--- config.mk ---
export PLATFORM = sky130hd
export DESIGN_NAME = mi4_mac
export DESIGN_NICKNAME = d
export VERILOG_FILES = /design/src/hw/rtl/mi4_pkg.sv /design/src/hw/rtl/mi4_mac.sv
export SDC_FILE = /design/constraint.sdc
export NUM_CORES = 2
export LEC_CHECK = 0
export BUFFER_PORTS_ARGS = -buffer_cell sky130_fd_sc_hd__buf_2
export CORE_ASPECT_RATIO = 1.1
export CORE_MARGIN = 2
export CORE_UTILIZATION = 40
export DETAILED_ROUTE_END_ITERATION = 10
export PLACE_DENSITY = 0.64
export SYNTH_ARGS = -nofsm -noshare
export SYNTH_HDL_FRONTEND = slang
export SYNTH_SLANG_ARGS = --single-unit
--- constraint.sdc ---
create_clock -name clk -period 32 [get_ports clk]
set_input_delay 6.4 -clock clk [delete_from_list [all_inputs] [get_ports clk]]
set_output_delay 6.4 -clock clk [all_outputs]
set_load 0.01 [all_outputs]
--- src/hw/rtl/mi4_pkg.sv ---
// ----------------------------------------------------------------------------
// mi4_pkg: shared definitions for the 4x4 matrix inverse
// Widths, the control word and the microprogram of the cofactor sequencer.
// ----------------------------------------------------------------------------
package mi4_pkg;

  localparam int FRAC_BITS = 16;
  localparam int ELEM_W    = 32;
  localparam int IDX_W     = 4;
  localparam int TDATA_W   = 40;
  localparam int LIMB_W    = 32;
  localparam int NUM_LIMBS = 4;
  localparam int LIMB_CW   = 2;
  localparam int SCR_W     = LIMB_W * NUM_LIMBS;
  localparam int PROD_W    = LIMB_W + 1 + ELEM_W;
  localparam int COF_W     = 97;
  localparam int DET_W     = 130;
  localparam int ACC_W     = DET_W;
  localparam int DEN_W     = DET_W + 1;
  localparam int QW        = 34;
  localparam int QCNT_W    = 6;
  localparam int DSH       = 2 * FRAC_BITS + 1;
  localparam int NUM_W     = ((COF_W + DSH > DET_W) ? COF_W + DSH : DET_W) + 1;
  localparam int DIV_W     = (NUM_W > DEN_W + QW - 1) ? NUM_W : DEN_W + QW - 1;
  localparam int SCR_DEPTH = 40;
  localparam int SCR_AW    = 6;
  localparam int STEP_W    = 8;

  localparam int ST_COF   = 24;
  localparam int ST_DET   = 120;
  localparam int ST_JZ    = 124;
  localparam int ST_DIV   = 125;
  localparam int ST_RAW   = 141;
  localparam int COF_BASE = 24;

  localparam logic [IDX_W-1:0]  IDX_LAST = 4'd15;
  localparam logic [ELEM_W-1:0] VAL_MAX  = 32'h7FFF_FFFF;
  localparam logic [ELEM_W-1:0] VAL_MIN  = 32'h8000_0000;

  typedef enum logic [1:0] {OP_MAC, OP_JZ, OP_DIV, OP_RAW} op_t;

  typedef enum logic [2:0] {S_IDLE, S_RDA, S_RDB, S_MUL, S_TAIL, S_DIV, S_OUT} st_t;

  typedef enum logic [1:0] {DV_IDLE, DV_PREP, DV_RUN} dv_st_t;

  typedef struct packed {
    op_t                op;
    logic               a_elem;
    logic [SCR_AW-1:0]  a_addr;
    logic [IDX_W-1:0]   ea;
    logic [IDX_W-1:0]   eb;
    logic [LIMB_CW-1:0] nl;
    logic               clr;
    logic               sub;
    logic               wr;
    logic               wr_det;
    logic [SCR_AW-1:0]  dst;
    logic [IDX_W-1:0]   k;
    logic               last;
    logic [STEP_W-1:0]  target;
    logic               done;
  } cw_t;

  typedef struct packed {
    logic               load;
    logic               clr;
    logic               mul;
    logic               top;
    logic               sub;
    logic [LIMB_CW-1:0] limb;
  } mac_ctl_t;

  localparam logic [3:0] PAIR_TAB [12][2] = '{
    '{4'd10, 4'd15}, '{4'd11, 4'd14}, '{4'd9, 4'd15}, '{4'd11, 4'd13},
    '{4'd9, 4'd14},  '{4'd10, 4'd13}, '{4'd8, 4'd15}, '{4'd11, 4'd12},
    '{4'd8, 4'd14},  '{4'd10, 4'd12}, '{4'd8, 4'd13}, '{4'd9, 4'd12}
  };

  localparam logic [3:0] COF_TAB [16][12] = '{
    '{4'd0, 4'd5, 4'd3, 4'd6, 4'd4, 4'd7, 4'd1, 4'd5, 4'd2, 4'd6, 4'd5, 4'd7},
    '{4'd1, 4'd4, 4'd6, 4'd6, 4'd9, 4'd7, 4'd0, 4'd4, 4'd7, 4'd6, 4'd8, 4'd7},
    '{4'd2, 4'd4, 4'd7, 4'd5, 4'd10, 4'd7, 4'd3, 4'd4, 4'd6, 4'd5, 4'd11, 4'd7},
    '{4'd5, 4'd4, 4'd8, 4'd5, 4'd11, 4'd6, 4'd4, 4'd4, 4'd9, 4'd5, 4'd10, 4'd6},
    '{4'd1, 4'd1, 4'd2, 4'd2, 4'd5, 4'd3, 4'd0, 4'd1, 4'd3, 4'd2, 4'd4, 4'd3},
    '{4'd0, 4'd0, 4'd7, 4'd2, 4'd8, 4'd3, 4'd1, 4'd0, 4'd6, 4'd2, 4'd9, 4'd3},
    '{4'd3, 4'd0, 4'd6, 4'd1, 4'd11, 4'd3, 4'd2, 4'd0, 4'd7, 4'd1, 4'd10, 4'd3},
    '{4'd4, 4'd0, 4'd9, 4'd1, 4'd10, 4'd2, 4'd5, 4'd0, 4'd8, 4'd1, 4'd11, 4'd2},
    '{4'd0, 4'd13, 4'd3, 4'd14, 4'd4, 4'd15, 4'd1, 4'd13, 4'd2, 4'd14, 4'd5, 4'd15},
    '{4'd1, 4'd12, 4'd6, 4'd14, 4'd9, 4'd15, 4'd0, 4'd12, 4'd7, 4'd14, 4'd8, 4'd15},
    '{4'd2, 4'd12, 4'd7, 4'd13, 4'd10, 4'd15, 4'd3, 4'd12, 4'd6, 4'd13, 4'd11, 4'd15},
    '{4'd5, 4'd12, 4'd8, 4'd13, 4'd11, 4'd14, 4'd4, 4'd12, 4'd9, 4'd13, 4'd10, 4'd14},
    '{4'd2, 4'd10, 4'd5, 4'd11, 4'd1, 4'd9, 4'd4, 4'd11, 4'd0, 4'd9, 4'd3, 4'd10},
    '{4'd8, 4'd11, 4'd0, 4'd8, 4'd7, 4'd10, 4'd6, 4'd10, 4'd9, 4'd11, 4'd1, 4'd8},
    '{4'd6, 4'd9, 4'd11, 4'd11, 4'd3, 4'd8, 4'd10, 4'd11, 4'd2, 4'd8, 4'd7, 4'd9},
    '{4'd10, 4'd10, 4'd4, 4'd8, 4'd9, 4'd9, 4'd8, 4'd9, 4'd11, 4'd10, 4'd5, 4'd8}
  };

  // Position of transposed element j in the row-major store.
  function automatic logic [IDX_W-1:0] src_addr(input logic [IDX_W-1:0] j);
    return {j[1:0], j[3:2]};
  endfunction

  function automatic cw_t ucode(input logic [STEP_W-1:0] step);
    cw_t cw;
    int  s;
    int  r;
    int  h;
    int  i;
    int  c;
    int  t;
    cw = '0;
    s  = int'(step);
    if (s < ST_COF) begin
      h         = (s >= 12) ? 1 : 0;
      i         = s - 12 * h;
      cw.op     = OP_MAC;
      cw.a_elem = 1'b1;
      cw.ea     = src_addr(IDX_W'(int'(PAIR_TAB[i][0]) - 8 * h));
      cw.eb     = src_addr(IDX_W'(int'(PAIR_TAB[i][1]) - 8 * h));
      cw.clr    = 1'b1;
      cw.wr     = 1'b1;
      cw.dst    = SCR_AW'(s);
    end else if (s < ST_DET) begin
      r = s - ST_COF;
      c = 0;
      for (int n = 1; n < 16; n++) begin
        if (r >= 6 * n) c = n;
      end
      t         = r - 6 * c;
      cw.op     = OP_MAC;
      cw.a_addr = SCR_AW'(((c >= 8) ? 12 : 0) + int'(COF_TAB[c][2 * t]));
      cw.eb     = src_addr(COF_TAB[c][2 * t + 1]);
      cw.nl     = LIMB_CW'(1);
      cw.clr    = (t == 0);
      cw.sub    = (t >= 3);
      cw.wr     = (t == 5);
      cw.dst    = SCR_AW'(COF_BASE + c);
    end else if (s < ST_JZ) begin
      i         = s - ST_DET;
      cw.op     = OP_MAC;
      cw.a_addr = SCR_AW'(COF_BASE + i);
      cw.eb     = src_addr(IDX_W'(i));
      cw.nl     = LIMB_CW'(NUM_LIMBS - 1);
      cw.clr    = (i == 0);
      cw.wr_det = (i == 3);
    end else if (s == ST_JZ) begin
      cw.op     = OP_JZ;
      cw.target = STEP_W'(ST_RAW);
    end else if (s < ST_RAW) begin
      i         = s - ST_DIV;
      cw.op     = OP_DIV;
      cw.a_addr = SCR_AW'(COF_BASE + i);
      cw.k      = IDX_W'(i);
      cw.last   = (i == 15);
      cw.done   = (i == 15);
    end else if (s < ST_RAW + 16) begin
      i       = s - ST_RAW;
      cw.op   = OP_RAW;
      cw.ea   = IDX_W'(i);
      cw.k    = IDX_W'(i);
      cw.last = (i == 15);
      cw.done = (i == 15);
    end else begin
      cw.op   = OP_JZ;
      cw.done = 1'b1;
    end
    return cw;
  endfunction

endpackage

--- src/hw/rtl/mi4_mac.sv ---
// ----------------------------------------------------------------------------
// mi4_mac: limb-serial multiply-accumulate
// Multiplies a wide signed operand by a 32-bit element one limb per cycle and
// accumulates the shifted partial products into a wide accumulator.
// ----------------------------------------------------------------------------
module mi4_mac (
  input  logic                               clk,
  input  logic                               rst_n,
  input  mi4_pkg::mac_ctl_t                  ctl,
  input  logic [mi4_pkg::SCR_W-1:0]          a_val,
  input  logic signed [mi4_pkg::ELEM_W-1:0]  b_val,
  output logic [mi4_pkg::ACC_W-1:0]          acc_nxt
);

  logic [mi4_pkg::SCR_W-1:0]         opa_r;
  logic signed [mi4_pkg::PROD_W-1:0] prod_r;
  logic                              pv_r;
  logic [mi4_pkg::LIMB_CW-1:0]       sh_r;
  logic                              sub_r;
  logic [mi4_pkg::ACC_W-1:0]         acc_r;

  logic [mi4_pkg::LIMB_W-1:0]        limb_bits;
  logic signed [mi4_pkg::LIMB_W:0]   a_ext;
  logic signed [mi4_pkg::PROD_W-1:0] prod;
  logic [mi4_pkg::ACC_W-1:0]         term;

  assign limb_bits = opa_r[ctl.limb * mi4_pkg::LIMB_W +: mi4_pkg::LIMB_W];
  assign a_ext     = {ctl.top & limb_bits[mi4_pkg::LIMB_W-1], limb_bits};
  assign prod      = a_ext * b_val;
  assign term      = {{(mi4_pkg::ACC_W - mi4_pkg::PROD_W){prod_r[mi4_pkg::PROD_W-1]}}, prod_r}
                     << (32'(sh_r) * mi4_pkg::LIMB_W);

  always_comb begin
    if (ctl.clr) begin
      acc_nxt = '0;
    end else if (pv_r) begin
      acc_nxt = sub_r ? acc_r - term : acc_r + term;
    end else begin
      acc_nxt = acc_r;
    end
  end

  always_ff @(posedge clk) begin
    if (!rst_n) begin
      pv_r <= 1'b0;
    end else begin
      pv_r <= ctl.mul;
    end
  end

  always_ff @(posedge clk) begin
    if (ctl.load) opa_r <= a_val;
    if (ctl.mul) begin
      prod_r <= prod;
      sh_r   <= ctl.limb;
      sub_r  <= ctl.sub;
    end
    acc_r <= acc_nxt;
  end

endmodule

==> flow_summary.toml <==
[sta]
fin_worst_skew_ns = 0.0784
post-route-period-util_pct = 50.6
rsz0062_at_grt = "no"
slew_viol_final = 0
tns_ns = 0
relSlewSlack_pct = 17.3
hold_viol_final = 0
setup_slack_ns = 15.80
worstMarginPinSlew_ns = 1.22
min_period_ns = 16.20
fmax_ghz = 0.0617
setup_violations = 0

[worst_setup_path]
crit_top_cell = "fa_1"
cp_max_fo = 44
required_ns = 32.39
critPathLaunch = "ctl[1]"
cp_top_family = "adder cells"
cp-start-kind = "input port"
regToRegStartpoint = "opa_r[31]"
r2r_setup_slack_ns = 22.00
crit_type = "input port to flip-flop"
cpPeakStageDelay_ns = 0.98
cp_slowest_cell = "fa_1"
cp.buffers_inverters = 7
r2r_end = "prod_r[63]"
rr_worst_depth = 26
crit_arrival_ns = 16.59
cp.depth = 27
cp-end-kind = "flip-flop"

[hold_path]
hold_end = "acc_r[70]"
min_path_cells = 2
min_from = "acc_r[70]"
hold_class = "flip-flop to flip-flop"

[cts]
cts_root_buf = "clkbuf_16"
ctsHtreeMaxLevel = 2
clkTransAtPathRegs_ns = 0.05
post_cts_buffers = 0
hold_buffers = 0
insertion_delay_ns = 0.67
cts-buffers-inserted = 42
clockBufferDepth = 3
cts-resized-gates = 0
cts_tree = "done"
cts_sinks = 327

[grt]
met1_usage_pct = 34.8
grt_start_max_net_pins = 133
grt.total_usage_pct = 25.8
grt_pass1_vias = 51664
busiest_layer = "met2"
grt_pass1_wl_mm = 311
antenna_found_initial = 10
met2_usage_pct = 41.7
grt_use_met3_pct = 4.03
grt-ovfl-total = 0

[floorplan]
fp.coreArea_um2 = 154000
die_h_um = 416
initial_utilization_pct = 40.2
std_cell_rows = 151
fp.dieArea_um2 = 158000
io_pins = 299
die_w_um = 379

[synthesis]
ys_ff_latch = 327
avgSynthCellArea_um2 = 8.99
synthFlopType = "edfxtp_1"
synth-edff-count = 196
syn-num-nets = 8469
async_flop_share_pct = 0
synth_cell_types = 104
synth_area_um2 = 61800
ys_seq_area_share_pct = 13.8
netlist_instances = 6871
yosys_warnings = 0

[run]
maxCapViolCount = 0

[final_layout]
drive_above_1_share_pct = 7.59
finalNonFillerCells = 8989
fillCellCount = 15021
area_growth_syn_to_layout_pct = 7.17
fin_nets = 8486

[routing]
wl_per_cell_um = 22.5
wirelength_mm = 202
vias = 49565
drt_iter0_markers = 4346
drc_errors = 0
ant_nets = 0
drt-pass1-iter-count = 6
viasPerCell = 5.51

[placed_design]
dpl.hpwl_mm = 156
numPortBuffers = 298
gp_congestion = 0.970
post-place-ws_ns = 15.14
dp_cells = 8909

[outcome]
status = "completed"
==> final cells by class <==
type / instances / area, um2 / area share, %
Multi-Input combinational cell: 5089 / 47700 / 72.1
Sequential cell: 327 / 8510 / 12.9
Inverter: 1062 / 3990 / 6.02
Tap cell: 2065 / 2580 / 3.90
Timing Repair Buffer: 366 / 2020 / 3.05
Clock buffer: 53 / 1140 / 1.73
Clock inverter: 24 / 229 / 0.346
Antenna cell: 3 / 7.51 / 0.0113
==> state kept, by name, summed over array words and instances, names as in the netlist <==
name    cells
sub_r       1
prod_r     65
sh_r        2
opa_r     128
pv_r        1
acc_r     130
==> logic make-up (layout without fill, tap and decap cells) <==
| family | Yosys count | in the layout | synth area share (%) |
|---|---|---|---|
| and+or+nand+nor | 2172 | 2172 | 17.2 |
| buffers and inverters | 1455 | 1505 | 8.99 |
| adders and majority gates | 1429 | 1429 | 42.5 |
| AOI/OAI and AO/OA | 1064 | 1064 | 10.6 |
| DFF | 327 | 327 | 13.8 |
| xor gates and xnor gates | 278 | 278 | 3.94 |
| muxes | 146 | 146 | 3.03 |
| other | 0 | 3 | 0 |
==> cell usage after synthesis, types with 46 or more instances <==
cell,number,area [um2]
fa_1,1113,22300
inv_1,1060,3980
nand2_1,816,3060
and2_1,528,3300
a21oi_1,386,1930
nor2_1,377,1420
clkbuf_1,339,1270
ha_1,316,3950
o21ai_0,245,1230
edfxtp_1,196,5890
xnor2_1,181,1590
dfxtp_1,131,2620
mux2i_1,106,1060
xor2_1,97,850
nor3_1,96,480
a21o_1,90,676
nand4_1,83,519
nand3_1,61,305
a31oi_1,47,294
o21bai_1,46,345
==> stage by stage <==
stage	utilization [%]	cell area, um2	hold slack [ns]
floorplan	-	61800	0.517
global route	43.1	66200	0.521
global placement	42.2	64800	0.468
detailed placement	42.2	64800	0.471
CTS	43.1	66200	0.483
finish	43.1	66200	0.482
==> layout by cell type, fill, tap and decap left out, drive strengths merged, types with 16 or more instances in the layout <==
cell | synthesis | layout
o21ai | 249 | 249
a21boi | 19 | 19
nor4 | 20 | 20
edfxtp | 196 | 196
nor2b | 26 | 26
nand2b | 29 | 29
o21a | 26 | 26
a21o | 90 | 90
clkbuf | 339 | 53
a31oi | 47 | 47
or3 | 18 | 18
a211oi | 41 | 41
nand4 | 84 | 84
nor2 | 378 | 378
or2 | 16 | 16
inv | 1060 | 1065
nor3 | 97 | 97
xor2 | 97 | 97
nand2 | 816 | 816
and2 | 531 | 531
nand3 | 62 | 62
mux4 | 32 | 32
buf | 54 | 366
a21oi | 387 | 387
o21bai | 46 | 46
o211ai | 22 | 22
mux2i | 107 | 107
and3 | 37 | 37
xnor2 | 181 | 181
fa | 1113 | 1113
ha | 316 | 316
dfxtp | 131 | 131
==> tightest hold or removal path: stages, from the launching register on <==
cell and delay, ns:
dfxtp_1 0.31, nand2_1 0.05, a21oi_1 0.06
==> how the worst max path moves through the flow <==
stage	to	slack (ns)
6_report	prod_r[63]	15.80
5_1_grt	prod_r[63]	15.30
3_3_place_gp	prod_r[63]	15.24
2_1_floorplan	prod_r[63]	16.13
3_5_place_dp	prod_r[63]	15.14
4_1_cts	prod_r[63]	15.86
==> per-layer routing <==
layer  wire, um  vias to the layer above
li1           -                    22011
met1      85300                    25000
met2      93500                     2118
met3      15200                      418
met4       8330                       18
met5        122                        -
Power is left out: the tool's default activity adds up to more than one toggle a clock period on the data nets, which glitch-free logic cannot reach.
