File: config.mk
export PLATFORM = sky130hd
export DESIGN_NAME = mi4_div
export DESIGN_NICKNAME = d
export VERILOG_FILES = /design/src/hw/rtl/mi4_pkg.sv /design/src/hw/rtl/mi4_div.sv
export SDC_FILE = /design/constraint.sdc
export NUM_CORES = 1
export LEC_CHECK = 0
export BUFFER_PORTS_ARGS = -buffer_cell sky130_fd_sc_hd__clkbuf_2
export CAP_MARGIN = 30
export CELL_PAD_IN_SITES_DETAIL_PLACEMENT = 1
export CELL_PAD_IN_SITES_GLOBAL_PLACEMENT = 2
export CORE_ASPECT_RATIO = 2
export CORE_MARGIN = 8
export CORE_UTILIZATION = 25
export DETAILED_ROUTE_END_ITERATION = 8
export PLACE_DENSITY = 0.51
export SLEW_MARGIN = 40
export SYNTH_ARGS = -nofsm -noshare
export SYNTH_HDL_FRONTEND = slang
export SYNTH_SLANG_ARGS = --single-unit
export TNS_END_PERCENT = 100
File: constraint.sdc
create_clock -name clk -period 22.1 [get_ports clk]
set_input_delay 4.42 -clock clk [delete_from_list [all_inputs] [get_ports clk]]
set_output_delay 4.42 -clock clk [all_outputs]
set_load 0.02 [all_outputs]
File: src/hw/rtl/mi4_pkg.sv
// ----------------------------------------------------------------------------
// mi4_pkg: shared definitions for the 4x4 matrix inverse
// Widths, the control word and the microprogram of the cofactor sequencer.
// ----------------------------------------------------------------------------
package mi4_pkg;

  localparam int FRAC_BITS = 16;
  localparam int ELEM_W    = 32;
  localparam int IDX_W     = 4;
  localparam int TDATA_W   = 40;
  localparam int LIMB_W    = 32;
  localparam int NUM_LIMBS = 4;
  localparam int LIMB_CW   = 2;
  localparam int SCR_W     = LIMB_W * NUM_LIMBS;
  localparam int PROD_W    = LIMB_W + 1 + ELEM_W;
  localparam int COF_W     = 97;
  localparam int DET_W     = 130;
  localparam int ACC_W     = DET_W;
  localparam int DEN_W     = DET_W + 1;
  localparam int QW        = 34;
  localparam int QCNT_W    = 6;
  localparam int DSH       = 2 * FRAC_BITS + 1;
  localparam int NUM_W     = ((COF_W + DSH > DET_W) ? COF_W + DSH : DET_W) + 1;
  localparam int DIV_W     = (NUM_W > DEN_W + QW - 1) ? NUM_W : DEN_W + QW - 1;
  localparam int SCR_DEPTH = 40;
  localparam int SCR_AW    = 6;
  localparam int STEP_W    = 8;

  localparam int ST_COF   = 24;
  localparam int ST_DET   = 120;
  localparam int ST_JZ    = 124;
  localparam int ST_DIV   = 125;
  localparam int ST_RAW   = 141;
  localparam int COF_BASE = 24;

  localparam logic [IDX_W-1:0]  IDX_LAST = 4'd15;
  localparam logic [ELEM_W-1:0] VAL_MAX  = 32'h7FFF_FFFF;
  localparam logic [ELEM_W-1:0] VAL_MIN  = 32'h8000_0000;

  typedef enum logic [1:0] {OP_MAC, OP_JZ, OP_DIV, OP_RAW} op_t;

  typedef enum logic [2:0] {S_IDLE, S_RDA, S_RDB, S_MUL, S_TAIL, S_DIV, S_OUT} st_t;

  typedef enum logic [1:0] {DV_IDLE, DV_PREP, DV_RUN} dv_st_t;

  typedef struct packed {
    op_t                op;
    logic               a_elem;
    logic [SCR_AW-1:0]  a_addr;
    logic [IDX_W-1:0]   ea;
    logic [IDX_W-1:0]   eb;
    logic [LIMB_CW-1:0] nl;
    logic               clr;
    logic               sub;
    logic               wr;
    logic               wr_det;
    logic [SCR_AW-1:0]  dst;
    logic [IDX_W-1:0]   k;
    logic               last;
    logic [STEP_W-1:0]  target;
    logic               done;
  } cw_t;

  typedef struct packed {
    logic               load;
    logic               clr;
    logic               mul;
    logic               top;
    logic               sub;
    logic [LIMB_CW-1:0] limb;
  } mac_ctl_t;

  localparam logic [3:0] PAIR_TAB [12][2] = '{
    '{4'd10, 4'd15}, '{4'd11, 4'd14}, '{4'd9, 4'd15}, '{4'd11, 4'd13},
    '{4'd9, 4'd14},  '{4'd10, 4'd13}, '{4'd8, 4'd15}, '{4'd11, 4'd12},
    '{4'd8, 4'd14},  '{4'd10, 4'd12}, '{4'd8, 4'd13}, '{4'd9, 4'd12}
  };

  localparam logic [3:0] COF_TAB [16][12] = '{
    '{4'd0, 4'd5, 4'd3, 4'd6, 4'd4, 4'd7, 4'd1, 4'd5, 4'd2, 4'd6, 4'd5, 4'd7},
    '{4'd1, 4'd4, 4'd6, 4'd6, 4'd9, 4'd7, 4'd0, 4'd4, 4'd7, 4'd6, 4'd8, 4'd7},
    '{4'd2, 4'd4, 4'd7, 4'd5, 4'd10, 4'd7, 4'd3, 4'd4, 4'd6, 4'd5, 4'd11, 4'd7},
    '{4'd5, 4'd4, 4'd8, 4'd5, 4'd11, 4'd6, 4'd4, 4'd4, 4'd9, 4'd5, 4'd10, 4'd6},
    '{4'd1, 4'd1, 4'd2, 4'd2, 4'd5, 4'd3, 4'd0, 4'd1, 4'd3, 4'd2, 4'd4, 4'd3},
    '{4'd0, 4'd0, 4'd7, 4'd2, 4'd8, 4'd3, 4'd1, 4'd0, 4'd6, 4'd2, 4'd9, 4'd3},
    '{4'd3, 4'd0, 4'd6, 4'd1, 4'd11, 4'd3, 4'd2, 4'd0, 4'd7, 4'd1, 4'd10, 4'd3},
    '{4'd4, 4'd0, 4'd9, 4'd1, 4'd10, 4'd2, 4'd5, 4'd0, 4'd8, 4'd1, 4'd11, 4'd2},
    '{4'd0, 4'd13, 4'd3, 4'd14, 4'd4, 4'd15, 4'd1, 4'd13, 4'd2, 4'd14, 4'd5, 4'd15},
    '{4'd1, 4'd12, 4'd6, 4'd14, 4'd9, 4'd15, 4'd0, 4'd12, 4'd7, 4'd14, 4'd8, 4'd15},
    '{4'd2, 4'd12, 4'd7, 4'd13, 4'd10, 4'd15, 4'd3, 4'd12, 4'd6, 4'd13, 4'd11, 4'd15},
    '{4'd5, 4'd12, 4'd8, 4'd13, 4'd11, 4'd14, 4'd4, 4'd12, 4'd9, 4'd13, 4'd10, 4'd14},
    '{4'd2, 4'd10, 4'd5, 4'd11, 4'd1, 4'd9, 4'd4, 4'd11, 4'd0, 4'd9, 4'd3, 4'd10},
    '{4'd8, 4'd11, 4'd0, 4'd8, 4'd7, 4'd10, 4'd6, 4'd10, 4'd9, 4'd11, 4'd1, 4'd8},
    '{4'd6, 4'd9, 4'd11, 4'd11, 4'd3, 4'd8, 4'd10, 4'd11, 4'd2, 4'd8, 4'd7, 4'd9},
    '{4'd10, 4'd10, 4'd4, 4'd8, 4'd9, 4'd9, 4'd8, 4'd9, 4'd11, 4'd10, 4'd5, 4'd8}
  };

  // Position of transposed element j in the row-major store.
  function automatic logic [IDX_W-1:0] src_addr(input logic [IDX_W-1:0] j);
    return {j[1:0], j[3:2]};
  endfunction

  function automatic cw_t ucode(input logic [STEP_W-1:0] step);
    cw_t cw;
    int  s;
    int  r;
    int  h;
    int  i;
    int  c;
    int  t;
    cw = '0;
    s  = int'(step);
    if (s < ST_COF) begin
      h         = (s >= 12) ? 1 : 0;
      i         = s - 12 * h;
      cw.op     = OP_MAC;
      cw.a_elem = 1'b1;
      cw.ea     = src_addr(IDX_W'(int'(PAIR_TAB[i][0]) - 8 * h));
      cw.eb     = src_addr(IDX_W'(int'(PAIR_TAB[i][1]) - 8 * h));
      cw.clr    = 1'b1;
      cw.wr     = 1'b1;
      cw.dst    = SCR_AW'(s);
    end else if (s < ST_DET) begin
      r = s - ST_COF;
      c = 0;
      for (int n = 1; n < 16; n++) begin
        if (r >= 6 * n) c = n;
      end
      t         = r - 6 * c;
      cw.op     = OP_MAC;
      cw.a_addr = SCR_AW'(((c >= 8) ? 12 : 0) + int'(COF_TAB[c][2 * t]));
      cw.eb     = src_addr(COF_TAB[c][2 * t + 1]);
      cw.nl     = LIMB_CW'(1);
      cw.clr    = (t == 0);
      cw.sub    = (t >= 3);
      cw.wr     = (t == 5);
      cw.dst    = SCR_AW'(COF_BASE + c);
    end else if (s < ST_JZ) begin
      i         = s - ST_DET;
      cw.op     = OP_MAC;
      cw.a_addr = SCR_AW'(COF_BASE + i);
      cw.eb     = src_addr(IDX_W'(i));
      cw.nl     = LIMB_CW'(NUM_LIMBS - 1);
      cw.clr    = (i == 0);
      cw.wr_det = (i == 3);
    end else if (s == ST_JZ) begin
      cw.op     = OP_JZ;
      cw.target = STEP_W'(ST_RAW);
    end else if (s < ST_RAW) begin
      i         = s - ST_DIV;
      cw.op     = OP_DIV;
      cw.a_addr = SCR_AW'(COF_BASE + i);
      cw.k      = IDX_W'(i);
      cw.last   = (i == 15);
      cw.done   = (i == 15);
    end else if (s < ST_RAW + 16) begin
      i       = s - ST_RAW;
      cw.op   = OP_RAW;
      cw.ea   = IDX_W'(i);
      cw.k    = IDX_W'(i);
      cw.last = (i == 15);
      cw.done = (i == 15);
    end else begin
      cw.op   = OP_JZ;
      cw.done = 1'b1;
    end
    return cw;
  endfunction

endpackage

File: src/hw/rtl/mi4_div.sv
// ----------------------------------------------------------------------------
// mi4_div: rounding cofactor divider
// Forms the rounded quotient |cof| * 2^(2F) / |det| by restoring division,
// one quotient bit per cycle; range checks on the 34-bit quotient are made by the sequencer.
// ----------------------------------------------------------------------------
module mi4_div (
  input  logic                              clk,
  input  logic                              rst_n,
  input  logic                              start,
  input  logic signed [mi4_pkg::COF_W-1:0]  cof,
  input  logic [mi4_pkg::DET_W-1:0]         den_abs,
  output logic                              done,
  output logic [mi4_pkg::QW-1:0]            q
);

  mi4_pkg::dv_st_t              st_r, st_nxt;
  logic [mi4_pkg::COF_W-1:0]    mag_r, mag_nxt;
  logic [mi4_pkg::DET_W-1:0]    den_r, den_nxt;
  logic [mi4_pkg::DIV_W-1:0]    rem_r, rem_nxt;
  logic [mi4_pkg::DIV_W-1:0]    d_r, d_nxt;
  logic [mi4_pkg::QW-1:0]       q_r, q_nxt;
  logic [mi4_pkg::QCNT_W-1:0]   cnt_r, cnt_nxt;
  logic                         done_r, done_nxt;
  logic                         ge;

  assign done = done_r;
  assign q    = q_r;
  assign ge   = (rem_r >= d_r);

  always_comb begin
    st_nxt   = st_r;
    mag_nxt  = mag_r;
    den_nxt  = den_r;
    rem_nxt  = rem_r;
    d_nxt    = d_r;
    q_nxt    = q_r;
    cnt_nxt  = cnt_r;
    done_nxt = 1'b0;
    unique case (st_r)
      mi4_pkg::DV_IDLE: begin
        if (start) begin
          mag_nxt = cof[mi4_pkg::COF_W-1] ? mi4_pkg::COF_W'(-cof) : mi4_pkg::COF_W'(cof);
          den_nxt = den_abs;
          st_nxt  = mi4_pkg::DV_PREP;
        end
      end
      mi4_pkg::DV_PREP: begin
        rem_nxt = (mi4_pkg::DIV_W'(mag_r) << mi4_pkg::DSH) + mi4_pkg::DIV_W'(den_r);
        d_nxt   = mi4_pkg::DIV_W'({den_r, 1'b0}) << (mi4_pkg::QW - 1);
        q_nxt   = '0;
        cnt_nxt = mi4_pkg::QCNT_W'(mi4_pkg::QW - 1);
        st_nxt  = mi4_pkg::DV_RUN;
      end
      mi4_pkg::DV_RUN: begin
        rem_nxt = ge ? rem_r - d_r : rem_r;
        q_nxt   = {q_r[mi4_pkg::QW-2:0], ge};
        d_nxt   = d_r >> 1;
        if (cnt_r == '0) begin
          done_nxt = 1'b1;
          st_nxt   = mi4_pkg::DV_IDLE;
        end else begin
          cnt_nxt = cnt_r - 1'b1;
        end
      end
      default: st_nxt = mi4_pkg::DV_IDLE;
    endcase
  end

  always_ff @(posedge clk) begin
    if (!rst_n) begin
      st_r   <= mi4_pkg::DV_IDLE;
      done_r <= 1'b0;
    end else begin
      st_r   <= st_nxt;
      done_r <= done_nxt;
    end
  end

  always_ff @(posedge clk) begin
    mag_r <= mag_nxt;
    den_r <= den_nxt;
    rem_r <= rem_nxt;
    d_r   <= d_nxt;
    q_r   <= q_nxt;
    cnt_r <= cnt_nxt;
  end

endmodule

==> results of run 1 <==
-- final timing paths --
path | to | slack [ns] | start | cells after the start
setup / recovery | mag_r[92] | 14.43 | cof[10] | 11
hold reg to reg | st_r[0] | 0.55 | st_r[0] | 2
setup reg to reg | rem_r[74] | 14.90 | d_r[50] | 15
hold / removal | st_r[0] | 0.55 | st_r[0] | 2
-- cell families after synthesis --
family | count (synthesis)
AOI/OAI and AO/OA | 1273
xor gates and xnor gates | 331
adders and majority gates | 270
buffers and inverters | 465
DFF | 598
muxes | 162
and+or+nand+nor | 1207
-- flip-flops by register name (all words and copies together) (netlist names) --
name   flops
cnt_r      6
q         34
done       1
mag_r     97
d_r      164
rem_r    164
st_r       2
den_r    130
-- where the power goes --
part           switching [µW]  total (µW)  leakage (µW)  internal (µW)
combinational            3350        4870        0.0110           1520
clock                     550        1220       0.00110            673
sequential                242        2070       0.00570           1820
-- routing by layer --
layer  vias to the layer above  routed length, µm  global-route usage, %
met5                         -                  0                      0
met4                         0              17200                   15.7
met3                       297               4140                   1.82
met2                       569             110000                   43.0
met1                     16635              60900                   18.5
li1                      16155                  -                      -
-- worst max-delay path: stages --
cell	delay (ns)
clkbuf_2	0.11
or4_4	0.55
or4_1	0.45
or2_4	0.29
or3_1	0.47
nor2_1	0.37
nand3_1	0.20
nor2_1	0.56
nand4_1	0.32
o21ai_1	0.23
xnor2_1	0.09
-- placed cells by master (no fill, tap or decap), types with 9 or more instances in the layout --
cell type  instances
o21ai_0          321
nand2b_1          28
a221oi_1          10
buf_4             26
clkbuf_16         73
xnor2_1          230
or2_2             18
clkinv_1          11
and3_1            24
a21boi_0          20
nand2_1          393
nor4_1            29
clkbuf_1          14
o21ai_1            9
o21bai_1          84
and2_1            44
a21oi_1          450
mux2_2           145
o41ai_1           10
clkbuf_2         263
o31ai_1           49
nor2_1           325
a211oi_1          29
edfxtp_1         595
or3_1             25
nand3_1           57
a21o_1           105
nand4_1          131
nor2b_1           25
a31oi_1           35
o211ai_1          17
ha_1             266
xor2_1            95
or4_1             13
mux2i_1           17
o21a_1            41
inv_1            260
nor3_1            61
-- layout make-up --
cell class	count	area, µm²	area share [%]
Timing Repair Buffer	297	1610	3.41
Sequential cell	598	17900	37.9
Antenna cell	5	12.5	0.0265
Inverter	261	982	2.08
Tap cell	2130	2670	5.64
Clock buffer	87	1880	3.98
Multi-Input combinational cell	3243	21800	46.1
Clock inverter	42	425	0.900
-- through the flow --
stage,worst slack [ns],cell area (µm²),std cells,util (%)
after global placement,13.23,44800,6528,27.2
after floorplan,9.20,41300,4306,-
after CTS,14.36,47200,6658,28.7
after global routing,14.23,47300,6660,28.7
after detailed placement,13.65,44900,6529,27.3
final,14.43,47300,6663,28.7
==> impl_metrics.env, run 1 <==
export IMPL_outcome="finished clean"
export IMPL_clk_path_buf_depth=3
export IMPL_fill_cells=19007
export IMPL_core_mm2=0.165
export IMPL_synth_top_family_by_area="compound AO/OA/AOI/OAI gates"
export IMPL_critPathKind="input port to register"
export IMPL_start_util_pct=25.1
export IMPL_hold_violations=0
export IMPL_grt_first_pass_wirelength_um=272000
export IMPL_post_cts_buffers=0
export IMPL_synth_most_common_cell="edfxtp_1"
export IMPL_drive_gt1_share_pct=13.8
export IMPL_h_tree_depth=3
export IMPL_synthXorXnorAreaFrac_pct=7.02
export IMPL_cts_sinks=598
export IMPL_hp_class="register to register"
export IMPL_fp_dieW_um=303
export IMPL_grt_overflow=0
export IMPL_tns_ns=0
export IMPL_fin_skew_ns=0.0303
export IMPL_die_h_um=591
export IMPL_yosys_warnings=0
export IMPL_num_rows=211
export IMPL_ys_flop_type="edfxtp_1"
export IMPL_synthArstFlopShare_pct=0
export IMPL_fmax_ghz=0.130
export IMPL_yosysUniqueCellTypes=82
export IMPL_synthesis_nets=4806
export IMPL_grt_max_degree=108
export IMPL_synthTopCellsByCount="edfxtp_1, a21oi_1, nand2_1"
export IMPL_ios=265
export IMPL_yosys_area_share_adder_pct=8.22
export IMPL_drc=0
export IMPL_yosys_area_share_simple_pct=13.9
export IMPL_end_kind="register"
export IMPL_antenna_found_initial=5
export IMPL_synth_top_cell_area_share_pct=43.3
export IMPL_clockRootBuffer="clkbuf_16"
export IMPL_crit_path_max_fanout=6
export IMPL_syn_area_per_cell_um2=9.59
export IMPL_vias=33656
export IMPL_start_kind="input port"
export IMPL_drtPass1Iterations=5
export IMPL_synth_seq_cells=598
export IMPL_cts_resized=0
export IMPL_synth_compound_area_share_pct=18.8
export IMPL_synth_edf_count=595
export IMPL_nets=4972
export IMPL_cts_made_buffers=71
export IMPL_hold_buffers=0
export IMPL_crit_arrival_ns=8.07
export IMPL_yosysTopAreaCell="edfxtp_1"
export IMPL_max_vdd_ir_drop_mv=0.0640
export IMPL_postRouteAntennaNets=0
export IMPL_synth_seq_area_share_pct=43.4
export IMPL_setup_violations=0
export IMPL_power_density_mw_per_mm2=173
export IMPL_dp_hpwl_um=161000
export IMPL_grt_pass1_vias=37651
export IMPL_numPortBuffers=264
export IMPL_totalWireLength_um=192000
export IMPL_track_usage_pct=21.1
export IMPL_avgRoutedWirePerCell_um=28.9
export IMPL_viasPerCell=5.05
export IMPL_synth_area_mm2=0.0413
export IMPL_cts_tree="done"
export IMPL_max_slew_margin_pct=43.2
export IMPL_clk_latency_ns=0.67
export IMPL_drt_iter0_markers=1335
export IMPL_clk_pin_slew_worst_paths_ns=0.06
export IMPL_synthMuxAreaShare_pct=4.37
export IMPL_rsz0062_at_grt="no"
export IMPL_syn_to_final_growth_pct=14.5
export IMPL_cp_required_ns=22.50
export IMPL_holdWs_ns=0.549
export IMPL_dieArea_mm2=0.179
export IMPL_slew_violations=0
export IMPL_synth_cells=4306
export IMPL_synth_area_leaders="edfxtp_1, ha_1, a21oi_1"
export IMPL_gp_congestion=0.863
export IMPL_max_cap_violations=0
export IMPL_finalCritPeriodShare_pct=34.7
export IMPL_min_period_ns=7.67
export IMPL_power_leakage_uw=0.0178
export IMPL_power_total_uw=8160
export IMPL_tightest_slew_ns=0.852
Power figures use the tool's default switching activity.
==> inputs of run 2 (changes only) <==
==> constraint.sdc (replaced) <==
create_clock -name clk -period 7.7 [get_ports clk]
set_input_delay 1.54 -clock clk [delete_from_list [all_inputs] [get_ports clk]]
set_output_delay 1.54 -clock clk [all_outputs]
set_load 0.02 [all_outputs]
==> impl_metrics.env, run 2 (synthesis gave the netlist of run 1 again) <==
export IMPL_drtPass1Iterations=5
export IMPL_start_kind="register"
export IMPL_clk_pin_slew_worst_paths_ns=0.06
export IMPL_numPortBuffers=264
export IMPL_crit_arrival_ns=5.97
export IMPL_die_h_um=591
export IMPL_viasPerCell=5.10
export IMPL_hold_violations=0
export IMPL_clk_path_buf_depth=3
export IMPL_cts_made_buffers=72
export IMPL_max_cap_violations=0
export IMPL_fin_skew_ns=0.0402
export IMPL_setup_violations=0
export IMPL_rsz0062_at_grt="no"
export IMPL_grt_overflow=0
export IMPL_avgRoutedWirePerCell_um=29.1
export IMPL_drive_gt1_share_pct=13.8
export IMPL_max_vdd_ir_drop_mv=0.349
export IMPL_drc=0
export IMPL_core_mm2=0.165
export IMPL_min_period_ns=5.69
export IMPL_nets=4970
export IMPL_grt_first_pass_wirelength_um=273000
export IMPL_clk_latency_ns=0.68
export IMPL_vias=33905
export IMPL_h_tree_depth=3
export IMPL_largestRegisters="d_r: 164 flops, rem_r: 164 flops, den_r: 130 flops"
export IMPL_grt_max_degree=129
export IMPL_cts_tree="done"
export IMPL_most_common_layout_cells="edfxtp_1, a21oi_1, nand2_1"
export IMPL_critPathKind="register to register"
export IMPL_power_density_mw_per_mm2=499
export IMPL_tightest_slew_ns=0.969
export IMPL_fmax_ghz=0.176
export IMPL_end_kind="register"
export IMPL_cts_resized=0
export IMPL_finalCritPeriodShare_pct=73.9
export IMPL_holdWs_ns=0.550
export IMPL_hp_class="register to register"
export IMPL_track_usage_pct=21.2
export IMPL_post_cts_buffers=0
export IMPL_dieArea_mm2=0.179
export IMPL_drt_iter0_markers=1484
export IMPL_clockRootBuffer="clkbuf_16"
export IMPL_max_slew_margin_pct=35.1
export IMPL_fill_cells=18901
export IMPL_reg2reg_depth=17
export IMPL_start_util_pct=25.1
export IMPL_ios=265
export IMPL_grt_pass1_vias=37608
export IMPL_num_rows=211
export IMPL_antenna_found_initial=4
export IMPL_totalWireLength_um=194000
export IMPL_outcome="finished clean"
export IMPL_power_leakage_uw=0.0178
export IMPL_fp_dieW_um=303
export IMPL_hold_buffers=0
export IMPL_holdPathStages=2
export IMPL_postRouteAntennaNets=0
export IMPL_crit_path_max_fanout=86
export IMPL_cp_required_ns=7.98
export IMPL_slew_violations=0
export IMPL_final_common_cell="edfxtp_1"
export IMPL_dp_hpwl_um=162000
export IMPL_cts_sinks=598
export IMPL_tns_ns=0
export IMPL_syn_to_final_growth_pct=14.7
export IMPL_gp_congestion=0.898
[run 2: final cells by class]
type                       count  area (µm²)  area share (%)
antenna                        2        5.00          0.0106
clock buffer                  83        1890            3.98
clock inverter                42         443           0.935
inverter                     261         982            2.07
multi-input combinational   3243       21800            46.0
sequential                   598       17900            37.9
tap                         2130        2670            5.63
timing repair buffer         294        1670            3.52
[run 2: metrics by stage]
stage / util, % / area [µm²] / cells / total power (µW) / setup slack [ns]
detailed placement: 27.3 / 44900 / 6524 / 20200 / 2.05
floorplan: - / 41300 / 4306 / 14500 / 0.437
global route: 28.7 / 47300 / 6652 / 25000 / 1.78
finish: 28.7 / 47300 / 6653 / 23600 / 2.01
global placement: 27.2 / 44800 / 6523 / 20200 / 1.78
CTS: 28.7 / 47300 / 6649 / 24000 / 2.09
[run 2: where the power goes]
group / switching (µW) / total [µW] / internal, µW
Combinational: 9730 / 14100 / 4400
Sequential: 684 / 5920 / 5230
Clock: 1560 / 3560 / 2000
Total: 12000 / 23600 / 11600
[run 2: path summary, 6_finish.rpt]
check,start,end,slack [ns]
min,st_r[0],st_r[0],0.55
max,rem_r[0],rem_r[80],2.01
max reg2reg,rem_r[0],rem_r[80],2.01
min reg2reg,st_r[0],st_r[0],0.55
[run 2: routing by layer]
metal  global-route usage, %  part of all wire (%)  vias up
met5                       0                     0        -
li1                        -                     -    16156
met3                    2.02                   2.1      293
met4                    15.3                   8.7        0
met2                    43.8                    58      577
met1                    18.3                    32    16879
[run 2: critical path: stages, from the launching register on]
cell	delay, ns
edfxtp_1	0.33
inv_1	0.05
ha_1	0.21
fa_1	0.41
nand2b_1	0.18
a21o_1	0.19
a22o_1	0.27
o31ai_1	0.25
buf_4	0.23
nand3_1	0.12
a311oi_1	0.59
a221oi_1	0.31
o21ai_1	0.44
a21oi_1	0.20
o21ai_0	0.35
nand2_1	0.23
a31oi_4	0.29
buf_12	0.45
==> inputs of run 3 (changes only) <==
--- a/config.mk
+++ b/config.mk
@@ -13,7 +13,7 @@
 export CORE_MARGIN = 8
 export CORE_UTILIZATION = 25
 export DETAILED_ROUTE_END_ITERATION = 8
-export PLACE_DENSITY = 0.51
+export PLACE_DENSITY = 0.53
 export SLEW_MARGIN = 40
 export SYNTH_ARGS = -nofsm -noshare
 export SYNTH_HDL_FRONTEND = slang
==> constraint.sdc (replaced) <==
create_clock -name clk -period 5 [get_ports clk]
set_input_delay 1 -clock clk [delete_from_list [all_inputs] [get_ports clk]]
set_output_delay 1 -clock clk [all_outputs]
set_load 0.02 [all_outputs]
==> impl_metrics.env, run 3 (synthesis gave the netlist of run 1 again) <==
export IMPL_crit_path_max_fanout=9
export IMPL_postRouteAntennaNets=0
export IMPL_avgRoutedWirePerCell_um=28.6
export IMPL_hold_violations=0
export IMPL_fill_cells=18971
export IMPL_grt_use_met3_pct=2.00
export IMPL_clk_pin_slew_worst_paths_ns=0.07
export IMPL_largestRegisters="d_r: 164 flops, rem_r: 164 flops, den_r: 130 flops"
export IMPL_clk_path_buf_depth=3
export IMPL_power_density_mw_per_mm2=772
export IMPL_nets=5109
export IMPL_cp_num_buf_inv=3
export IMPL_max_cap_violations=0
export IMPL_viasPerCell=5.07
export IMPL_crit_arrival_ns=5.18
export IMPL_post_cts_buffers=0
export IMPL_max_vdd_ir_drop_mv=0.398
export IMPL_power_leakage_uw=0.0185
export IMPL_drc=0
export IMPL_grt_first_pass_wirelength_um=273000
export IMPL_cp_slowest_cell="ha_1"
export IMPL_max_slew_margin_pct=44.0
export IMPL_cp_slowest_stage_delay_ns=0.50
export IMPL_dp_hpwl_um=163000
export IMPL_grt_pass1_vias=38107
export IMPL_drt_iter0_markers=1490
export IMPL_reg2reg_slack_ns=0.26
export IMPL_fin_skew_ns=0.0425
export IMPL_tightest_slew_ns=0.831
export IMPL_rsz0062_at_grt="no"
export IMPL_core_mm2=0.165
export IMPL_die_h_um=591
export IMPL_final_common_cell="edfxtp_1"
export IMPL_gp_congestion=0.905
export IMPL_fp_dieW_um=303
export IMPL_cts_made_buffers=71
export IMPL_met1_usage_pct=18.3
export IMPL_totalWireLength_um=194000
export IMPL_min_period_ns=4.74
export IMPL_dieArea_mm2=0.179
export IMPL_start_kind="register"
export IMPL_cts_sinks=598
export IMPL_crit_family="compound AO/OA/AOI/OAI gates"
export IMPL_numPortBuffers=264
export IMPL_num_rows=211
export IMPL_tns_ns=0
export IMPL_fmax_ghz=0.211
export IMPL_drtPass1Iterations=5
export IMPL_critPathKind="register to register"
export IMPL_slew_violations=0
export IMPL_clockRootBuffer="clkbuf_16"
export IMPL_use_met2_pct=43.9
export IMPL_cp_required_ns=5.44
export IMPL_clk_latency_ns=0.70
export IMPL_grt_max_degree=151
export IMPL_power_total_uw=37400
export IMPL_placed_area_mm2=0.0461
export IMPL_finalCritPeriodShare_pct=94.7
export IMPL_start_util_pct=25.1
export IMPL_most_common_layout_cells="edfxtp_1, a21oi_1, nand2_1"
export IMPL_cts_tree="done"
export IMPL_worstPathCellList="inv_1, ha_1, a21oi_1, o21bai_1, a21oi_1, a211oi_1, o31ai_1, or3_1, a211oi_2, o2111ai_1, buf_4, a211oi_1, o21ai_0, buf_4, and3_1, o21a_1"
export IMPL_vias=34473
export IMPL_grt_busiest_layer="met2"
export IMPL_track_usage_pct=21.3
export IMPL_ios=265
export IMPL_stdcell_area_mm2=0.0485
export IMPL_hp_class="input port to register"
export IMPL_antenna_found_initial=4
export IMPL_end_kind="register"
export IMPL_h_tree_depth=3
export IMPL_grt_overflow=0
export IMPL_syn_to_final_growth_pct=17.4
export IMPL_hold_buffers=0
export IMPL_drive_gt1_share_pct=16.5
export IMPL_setup_violations=0
export IMPL_outcome="finished clean"
[run 3: cell count changes in the layout (fill, tap and decap cells not counted), moves of 3 or more]
cell,previous run,this run
buf_4,22,153
buf_12,6,17
clkinvlp_4,5,11
inv_6,8,4
bufinv_16,7,4
clkinv_4,4,7
clkinv_8,1,4
o21ai_1,10,7
[run 3: where the power goes]
| part | leakage, µW | switching, µW | internal [µW] |
|---|---|---|---|
| sequential | 0.00570 | 1010 | 8040 |
| combinational | 0.0117 | 15300 | 7660 |
| clock | 0.00110 | 2480 | 2930 |
[run 3: metal layers]
metal / routed length [µm] / up-vias
met3: 4170 / 316
met2: 112000 / 591
li1: - / 16427
met1: 61100 / 17139
met4: 17000 / 0
met5: 0 / -
[run 3: path summary, 6_finish.rpt]
| path | start | to | cells past startpoint |
|---|---|---|---|
| min reg2reg | q[14] | q[15] | 1 |
| max reg2reg | d_r[64] | rem_r[163] | 16 |
| max | d_r[64] | rem_r[163] | 16 |
| min | den_abs[24] | den_r[24] | 1 |
[run 3: layout make-up]
class	instances	area, µm²	share of cell area [%]
clock buffers	82	1860	3.84
clock inverters	47	454	0.937
inverters	261	982	2.03
repair buffers	434	2830	5.84
diodes	3	7.51	0.0155
multi-input cells	3243	21800	44.9
well taps	2130	2670	5.50
flip-flops and latches	598	17900	37.0
[run 3: metrics by stage]
stage | worst slack, ns | util [%] | std cells | hold slack, ns
final | 0.263 | 29.4 | 6798 | 0.480
after floorplan | -1.02 | - | 4306 | 0.487
after CTS | 0.115 | 29.4 | 6794 | 0.414
after detailed placement | 0.0475 | 28.0 | 6665 | 0.545
after global routing | 0.0294 | 29.4 | 6796 | 0.445
after global placement | 0.0365 | 28.0 | 6664 | 0.537
[run 3: repair_timing]
item	CTS	global route
hold endpoints to repair	0	0
endpoints found under the setup margin	1	3
cloned	0	0
gates resized for setup	1	2
